`config.mk`:
```
export PLATFORM = sky130hd
export DESIGN_NAME = top_k_sorted_insert_table_core
export DESIGN_NICKNAME = d
export VERILOG_FILES = /design/src/rtl/tkst_pkg.sv /design/src/rtl/tkst_cell.sv /design/src/rtl/top_k_sorted_insert_table_core.sv
export SDC_FILE = /design/constraint.sdc
export NUM_CORES = 2
export LEC_CHECK = 0
export BUFFER_PORTS_ARGS = -buffer_cell sky130_fd_sc_hd__buf_2
export CAP_MARGIN = 20
export CORE_MARGIN = 1
export CORE_UTILIZATION = 50
export CTS_CLUSTER_SIZE = 30
export DETAILED_ROUTE_END_ITERATION = 7
export PLACE_DENSITY = 0.74
export REMOVE_ABC_BUFFERS = 1
export SYNTH_ARGS = -nofsm -noshare
export SYNTH_HDL_FRONTEND = slang
export SYNTH_SLANG_ARGS = --single-unit
```
`constraint.sdc`:
```
create_clock -name clock -period 23.2 [get_ports clock]
set_input_delay 2.32 -clock clock [delete_from_list [all_inputs] [get_ports clock]]
set_output_delay 2.32 -clock clock [all_outputs]
set_load 0.01 [all_outputs]
```
`src/rtl/tkst_pkg.sv`:
```
package tkst_pkg;

   localparam int CSR_INDEX_W   = 1;
   localparam int CSR_DATA_W    = 5;
   localparam int MAX_ENTRIES_W = 5;
   localparam int MASK_W        = 4;
   localparam int RANK_OUT_W    = 4;
   localparam int COUNT_OUT_W   = 5;
   localparam int VALUE_W       = 32;

   localparam logic [MAX_ENTRIES_W-1:0] MAX_ENTRIES_RESET = 5'd16;

   typedef enum logic [CSR_INDEX_W-1:0] {
      CSR_MAX_ENTRIES = 1'b0,
      CSR_LOWER_MASK  = 1'b1
   } csr_index_type;

   typedef struct packed {
      logic [1:0]                 category;
      logic signed [VALUE_W-1:0]  score_value;
      logic [15:0]                payload_tag;
   } req_type;

   typedef struct packed {
      logic                       accepted;
      logic [RANK_OUT_W-1:0]      rank;
      logic signed [VALUE_W-1:0]  best_value;
      logic [COUNT_OUT_W-1:0]     entry_count;
   } rsp_type;

   // broadcast to every cell of the chain
   typedef struct packed {
      logic                       write_en;
      logic                       lower_first;
      logic signed [VALUE_W-1:0]  new_value;
   } cell_ctrl_type;

endpackage

```
`src/rtl/tkst_cell.sv`:
```
module tkst_cell
   import tkst_pkg::*;
#(
   parameter int NUM_CATEGORIES = 4,
   parameter int TAG_WIDTH      = 16,
   parameter int CAT_W          = 2
) (
   input  logic                       clock,
   input  cell_ctrl_type              ctl,
   input  logic [CAT_W-1:0]           cat_idx,
   input  logic                       held,
   input  logic                       keep,
   input  logic                       found_in,
   input  logic signed [VALUE_W-1:0]  prev_value,
   input  logic [TAG_WIDTH-1:0]       prev_tag,
   input  logic [TAG_WIDTH-1:0]       new_tag,
   output logic                       found_out,
   output logic                       place,
   output logic signed [VALUE_W-1:0]  cur_value,
   output logic [TAG_WIDTH-1:0]       cur_tag
);

   logic signed [VALUE_W-1:0] value_ff [NUM_CATEGORIES];
   logic [TAG_WIDTH-1:0]      tag_ff   [NUM_CATEGORIES];
   logic signed [VALUE_W-1:0] value_in;
   logic [TAG_WIDTH-1:0]      tag_in;
   logic                      beats;
   logic                      hit;

   assign cur_value = value_ff[cat_idx];
   assign cur_tag   = tag_ff[cat_idx];

   always_comb begin
      beats = ctl.lower_first ? (ctl.new_value < cur_value) : (ctl.new_value > cur_value);
      // an empty slot is always a hit for the new entry; the first hit is its place
      hit       = !held || beats;
      place     = !found_in && hit;
      found_out = found_in || hit;
      if (place) begin
         value_in = ctl.new_value;
         tag_in   = new_tag;
      end else if (found_in) begin
         value_in = prev_value;
         tag_in   = prev_tag;
      end else begin
         value_in = cur_value;
         tag_in   = cur_tag;
      end
   end

   always_ff @(posedge clock) begin
      if (ctl.write_en && keep) begin
         value_ff[cat_idx] <= value_in;
         tag_ff[cat_idx]   <= tag_in;
      end
   end

endmodule

```
`src/rtl/top_k_sorted_insert_table_core.sv`:
```
// channel   ports                         handshake
// -------   ---------------------------   ------------------------------------
// request   start, busy, req_data         taken when start && !busy
// result    rsp_valid, rsp_data           one-cycle strobe, cannot be stalled
// config    csr_we, csr_index, csr_wdata  written when csr_we, no wait
//
// A request is taken every cycle; busy stays low. The result of a request
// passes the request register, then the cell chain, where every cell compares
// and shifts, and is then registered in the response register on the way out.
// The rate is set by that single pass through the compare chain.
// Reset empties all lists at once and restores the config registers.
// The receiver cannot stall; results are never held back.
module top_k_sorted_insert_table_core
   import tkst_pkg::*;
#(
   parameter int NUM_CATEGORIES = 4,
   parameter int MAX_DEPTH      = 16,
   parameter int TAG_WIDTH      = 16
) (
   input  logic                   clock,
   input  logic                   reset,
   input  logic                   start,
   output logic                   busy,
   input  req_type                req_data,
   output logic                   rsp_valid,
   output rsp_type                rsp_data,
   input  logic                   csr_we,
   input  logic [CSR_INDEX_W-1:0] csr_index,
   input  logic [CSR_DATA_W-1:0]  csr_wdata
);

   localparam int CAT_W  = (NUM_CATEGORIES > 1) ? $clog2(NUM_CATEGORIES) : 1;
   localparam int CNT_W  = $clog2(MAX_DEPTH + 1);
   localparam int RANK_W = (MAX_DEPTH > 1) ? $clog2(MAX_DEPTH) : 1;

   logic                     req_v_ff;
   req_type                  req_ff;
   logic [MAX_ENTRIES_W-1:0] max_ff;
   logic [MASK_W-1:0]        mask_ff;
   logic [CNT_W-1:0]         count_ff [NUM_CATEGORIES];
   logic                     rsp_valid_ff;
   rsp_type                  rsp_ff;
   rsp_type                  rsp_in;

   logic                      cat_ok;
   logic [CAT_W-1:0]          cat_idx;
   logic [CNT_W-1:0]          count;
   logic [CNT_W-1:0]          limit;
   logic [CNT_W-1:0]          count_in;
   logic [CNT_W-1:0]          count_after;
   logic [MAX_DEPTH-1:0]      held;
   logic [MAX_DEPTH-1:0]      keep;
   logic [MAX_DEPTH-1:0]      in_limit;
   logic [MAX_DEPTH-1:0]      place;
   logic [MAX_DEPTH:0]        found;
   logic                      accept;
   logic [RANK_W-1:0]         rank_w;
   logic signed [VALUE_W-1:0] best;
   logic [TAG_WIDTH-1:0]      new_tag;
   cell_ctrl_type             ctl;

   logic signed [VALUE_W-1:0] cur_value [MAX_DEPTH];
   logic [TAG_WIDTH-1:0]      cur_tag   [MAX_DEPTH];

   assign busy      = 1'b0;
   assign rsp_valid = rsp_valid_ff;
   assign rsp_data  = rsp_ff;

   always_comb begin
      cat_ok  = (32'(req_ff.category) < 32'(NUM_CATEGORIES));
      cat_idx = cat_ok ? CAT_W'(req_ff.category) : '0;
      count   = count_ff[cat_idx];
      if (32'(max_ff) > 32'(MAX_DEPTH)) begin
         limit = CNT_W'(MAX_DEPTH);
      end else begin
         limit = CNT_W'(max_ff);
      end
      count_in = (count < limit) ? CNT_W'(count + 1'b1) : limit;
      for (int k = 0; k < MAX_DEPTH; k++) begin
         held[k]     = CNT_W'(k) < count;
         keep[k]     = CNT_W'(k) < count_in;
         in_limit[k] = CNT_W'(k) < limit;
      end
      new_tag         = TAG_WIDTH'(req_ff.payload_tag);
      accept          = cat_ok && (|(place & in_limit));
      ctl.write_en    = req_v_ff && accept;
      ctl.lower_first = mask_ff[req_ff.category];
      ctl.new_value   = req_ff.score_value;
   end

   assign found[0] = 1'b0;

   for (genvar k = 0; k < MAX_DEPTH; k++) begin : g_cell
      tkst_cell #(
         .NUM_CATEGORIES (NUM_CATEGORIES),
         .TAG_WIDTH      (TAG_WIDTH),
         .CAT_W          (CAT_W)
      ) u_cell (
         .clock      (clock),
         .ctl        (ctl),
         .cat_idx    (cat_idx),
         .held       (held[k]),
         .keep       (keep[k]),
         .found_in   (found[k]),
         .prev_value ((k == 0) ? req_ff.score_value : cur_value[(k == 0) ? 0 : k - 1]),
         .prev_tag   ((k == 0) ? new_tag : cur_tag[(k == 0) ? 0 : k - 1]),
         .new_tag    (new_tag),
         .found_out  (found[k+1]),
         .place      (place[k]),
         .cur_value  (cur_value[k]),
         .cur_tag    (cur_tag[k])
      );
   end

   always_comb begin
      rank_w = '0;
      for (int k = 0; k < MAX_DEPTH; k++) begin
         if (place[k]) begin
            rank_w = rank_w | RANK_W'(k);
         end
      end
      count_after = accept ? count_in : count;
      if (count_after == '0) begin
         best = '0;
      end else if (accept && place[0]) begin
         best = req_ff.score_value;
      end else begin
         best = cur_value[0];
      end
      rsp_in = '0;
      if (cat_ok) begin
         rsp_in.accepted    = accept;
         rsp_in.rank        = accept ? RANK_OUT_W'(rank_w) : '0;
         rsp_in.best_value  = best;
         rsp_in.entry_count = COUNT_OUT_W'(count_after);
      end
   end

   always_ff @(posedge clock) begin
      if (reset) begin
         req_v_ff     <= 1'b0;
         rsp_valid_ff <= 1'b0;
         max_ff       <= MAX_ENTRIES_RESET;
         mask_ff      <= '0;
         for (int c = 0; c < NUM_CATEGORIES; c++) begin
            count_ff[c] <= '0;
         end
      end else begin
         req_v_ff     <= start && !busy;
         rsp_valid_ff <= req_v_ff;
         if (req_v_ff && accept) begin
            count_ff[cat_idx] <= count_in;
         end
         if (csr_we) begin
            case (csr_index)
               CSR_MAX_ENTRIES: max_ff  <= MAX_ENTRIES_W'(csr_wdata);
               CSR_LOWER_MASK:  mask_ff <= MASK_W'(csr_wdata);
               default: ;
            endcase
         end
      end
   end

   always_ff @(posedge clock) begin
      if (start && !busy) begin
         req_ff <= req_data;
      end
      rsp_ff <= rsp_in;
   end

`ifndef NO_ASSERTIONS
   a_result_follows: assert property (@(posedge clock) disable iff (reset)
      start && !busy |-> ##2 rsp_valid)
      else $error("request did not produce a result two cycles later");

   a_single_place: assert property (@(posedge clock) disable iff (reset)
      req_v_ff |-> $onehot0(place))
      else $error("more than one cell claimed the insert position");

   a_rank_in_limit: assert property (@(posedge clock) disable iff (reset)
      req_v_ff && accept |-> CNT_W'(rank_w) < limit && count_in != '0)
      else $error("accepted request placed beyond the list limit");

   a_reject_rank: assert property (@(posedge clock) disable iff (reset)
      rsp_valid && !rsp_data.accepted |-> rsp_data.rank == '0)
      else $error("rejected request reports a nonzero rank");
`endif

endmodule
```
==> metrics.md <==
| Metric | Value |
|---|---|
| Final setup TNS | `0 ns` |
| Initial Util | `50.5%` |
| Max Slew Vio Count | `0` |
| Die area | `207,000 µm²` |
| Post-Synth Adder-Cell Area | `6.31%` |
| Min-delay worst type | `reg2reg` |
| CP startpoint kind | `register` |
| Largest net degree at the start of global routing | `138` |
| Mux contribution to synthesized area | `14.3%` |
| Complex-gate fraction of the synthesized area | `6.97%` |
| Via density | `6.28` |
| Run status | `complete, but fails checks` |
| Min Tclk post-route | `9.11 ns` |
| DRT Wirelength | `268 mm` |
| Hold path startpoint | `mask_ff[3]` |
| I/O pin count | `104` |
| First-iteration detailed-routing DRC count | `6,888` |
| Placed inst area | `107,000 µm²` |
| Crit path largest cell delay | `0.90 ns` |
| GR Util All Layers | `25.8%` |
| Row cnt | `165` |
| Area Overhead vs Synth | `11.2%` |
| Final Hold Fails | `0` |
| Failing checks | `DRC` |
| CTS Sinks | `2,157` |
| Via Count | `63,600` |
| Share of post-route cells with drive strength above 1 | `17.0%` |
| Mapped Cells | `7,186` |
| Main synth FF type | `edfxtp_1` |
| Total iterations of the first detailed-routing run | `8` |
| Dpl ws | `14.20 ns` |
| First-pass GRT wire length | `398 mm` |
| Worst Hold Path Cells | `2` |
| Crit-path most repeated cell | `buf_4` |
| Slew headroom | `30.2%` |
| DRC | `1` |
| CORE AREA | `203,000 µm²` |
| Final worst setup slack | `14.09 ns` |
| CTS tree | `done` |
| Ys async rst share | `0%` |
| Leakage power figure | `41.6 nW` |
| Crit Path Class | `reg2reg` |
| Nets | `7,836` |
| RSZ-0062 raised after global routing | `no` |
| Hpwl dp | `173 mm` |
| Req. time, crit path | `23.68 ns` |
| Wire per inst | `26.5 µm` |
| Simple-Gate Fraction of Synth Area | `6.26%` |
| Die Width | `455 µm` |
| Total grt overflow | `0` |
| R2r setup slk | `14.09 ns` |
| Dpl cells | `9,715` |
| Worst Max-Slew Pin Slew | `1.05 ns` |
| Post-synthesis sequential area ratio | `62.6%` |
| Arrival @ worst endpoint | `9.59 ns` |
| Syn Std Cell Area | `103,000 µm²` |
| Post-CTS setup buffers | `0` |
| Post-Syn Area per Cell | `14.3 µm²` |
| Post-Synth XOR/XNOR Area | `0.0512%` |
| Largest family of logic cells by synthesized area | `multiplexers` |
| Number of CTS-inserted buffers | `214` |
| Vias in the first global route | `63,900` |
| Slowest cell on crit path | `buf_4` |
| DRT antenna net count | `0` |
| Post-synthesis register bit count | `2,157` |
| Final core occ | `56.2%` |
| Max cap viols | `0` |
| Final Wtd Congestion | `0.879` |
| Max Fanout on Critical Path | `61` |
| Initial antenna violation count | `12` |
| Setup-failing EPs final | `0` |
| Worst-path clk slew | `0.06 ns` |
| F_max | `110 MHz` |
| Worst R2R Path Depth | `20` |
| Crit path cell chain | `buf_4 > buf_4 > buf_4 > mux4_2 > inv_1 > ha_1 > a21o_1 > a21oi_1 > o221ai_1 > a311o_1 > a311oi_1 > mux2_2 > buf_4 > o221ai_1 > nand3_1 > a21oi_1 > a211oi_4 > buf_4 > nor3_2 > buf_4` |
| Hold_buf cts | `0` |
| CTS H-Tree Depth | `4` |
| Post-synth EDFFs | `2,102` |
| Reg2Reg Capture Point | `g_cell[10].u_cell.value_ff[3][9]` |
| Worst-Skew Late Latency | `0.89 ns` |
| Period utilization | `39.3%` |
| Pwr Total | `10.4 mW` |
| Worst hold slack | `0.454 ns` |
| Peak supply drop | `0.0652 mV` |
| Height of the die | `455 µm` |
| Worst Hold End | `mask_ff[3]` |
| Fin area | `114,000 µm²` |
| Max Root-Sink Buffers | `3` |
| Fin cells | `10,100` |
| Clock skew | `0.0702 ns` |
| CTS root buffer | `clkbuf_16` |
| Yosys Warn Count | `0` |
| # port buffers | `86` |
| Crit. End Element | `register` |
| Post-synth cell types | `85` |
| Resize count post-CTS | `0` |
| Power per cell area | `90.8 nW/µm²` |
## cell type report
cell class / instances / area [µm²]
tap: 2672 / 3340
multi-input combinational: 4078 / 35300
fill: 15600 / 88900
timing repair buffer: 273 / 1910
antenna: 1 / 2.50
clock buffer: 292 / 5800
sequential: 2157 / 64200
clock inverter: 115 / 1510
inverter: 535 / 2010
## per-layer routing
layer / part of all wire [%] / up-vias / wire (µm) / global-route usage (%)
li1: - / 27700 / - / -
met5: 0.011 / - / 30 / 0
met1: 38 / 32200 / 101000 / 33.5
met3: 8.2 / 643 / 21900 / 3.92
met2: 49 / 3026 / 131000 / 42.7
met4: 5.2 / 6 / 13800 / 12.4
## cells in the mapped netlist (18+ instances only)
master,n,share of area [%]
nor4_1,18,0.11
nand3_1,82,0.40
clkbuf_1,282,1.0
o211ai_1,18,0.13
buf_2,21,0.10
dfxtp_1,55,1.1
nand2b_1,20,0.12
a31oi_1,85,0.52
o21ai_0,547,2.7
buf_1,110,0.40
inv_1,534,2.0
a211oi_1,30,0.22
mux2i_1,242,2.4
mux2_2,49,0.54
edfxtp_1,2102,62
nand2_1,710,2.6
nand4_1,98,0.60
a21oi_1,434,2.1
nor2_1,336,1.2
nor3_1,110,0.54
ha_1,517,6.3
mux4_2,517,11
a21o_1,45,0.33
## worst max path at each step
stage                   from                                to  slack (ns)
finish              register  g_cell[10].u_cell.value_ff[3][9]       14.09
global route        register                       rsp_data[3]       13.87
CTS                 register                    count_ff[3][3]       14.20
detailed placement  register                       rsp_data[3]       14.20
global placement    register                       rsp_data[3]       14.22
floorplan           register   g_cell[2].u_cell.value_ff[0][0]      -11.03
## state kept, by name (all words and copies together) (netlist names), named ones only
register / flops
mask_ff: 4
max_ff: 5
rsp_data: 42
cat_idx: 2
ctl: 32
count_ff: 20
req_v_ff: 1
rsp_valid: 1
g_cell.u_cell.value_ff: 2048
## critical path: cells and delay by family (launching register included)
kind / cells / cell delay, ns
buf+inv: 7 / 3.76
compound gates: 8 / 2.35
mux: 2 / 0.95
flops: 1 / 0.75
simple gates: 2 / 0.41
fa+ha+maj: 1 / 0.24
## where the power goes
group          internal, mW  switching [mW]
combinational         0.693            1.39
clock                  2.05            1.51
sequential             4.65          0.0581
total                  7.39            2.97
## layout by cell type, fill, tap and decap left out, types with 18 or more instances in the layout
cell type and instances:
edfxtp_1 2102, nand2_1 705, o21ai_0 546, inv_1 533
mux4_2 517, ha_1 517, a21oi_1 434, nor2_1 332
mux2i_1 239, clkbuf_16 214, buf_4 181, nand4_1 98
buf_2 86, a31oi_1 84, nand3_1 80, nor3_2 65
clkbuf_1 63, dfxtp_1 53, mux2_2 49, a21o_1 45
nor3_1 45, clkinv_2 34, clkinv_1 33, a211oi_1 28
bufinv_16 26, nand2b_1 19, nor4_1 18, o211ai_1 18
## kinds of logic (layout without fill, tap and decap cells)
logic type	after synthesis	after routing
DFF	2157	2157
and+or+nand+nor	1467	1467
AOI/OAI and AO/OA	1277	1277
buffers and inverters	951	1215
muxes	810	810
adders and majority gates	517	517
xor gates and xnor gates	6	6
other	1	2
Note: power is estimated with default switching activity, not from simulation.
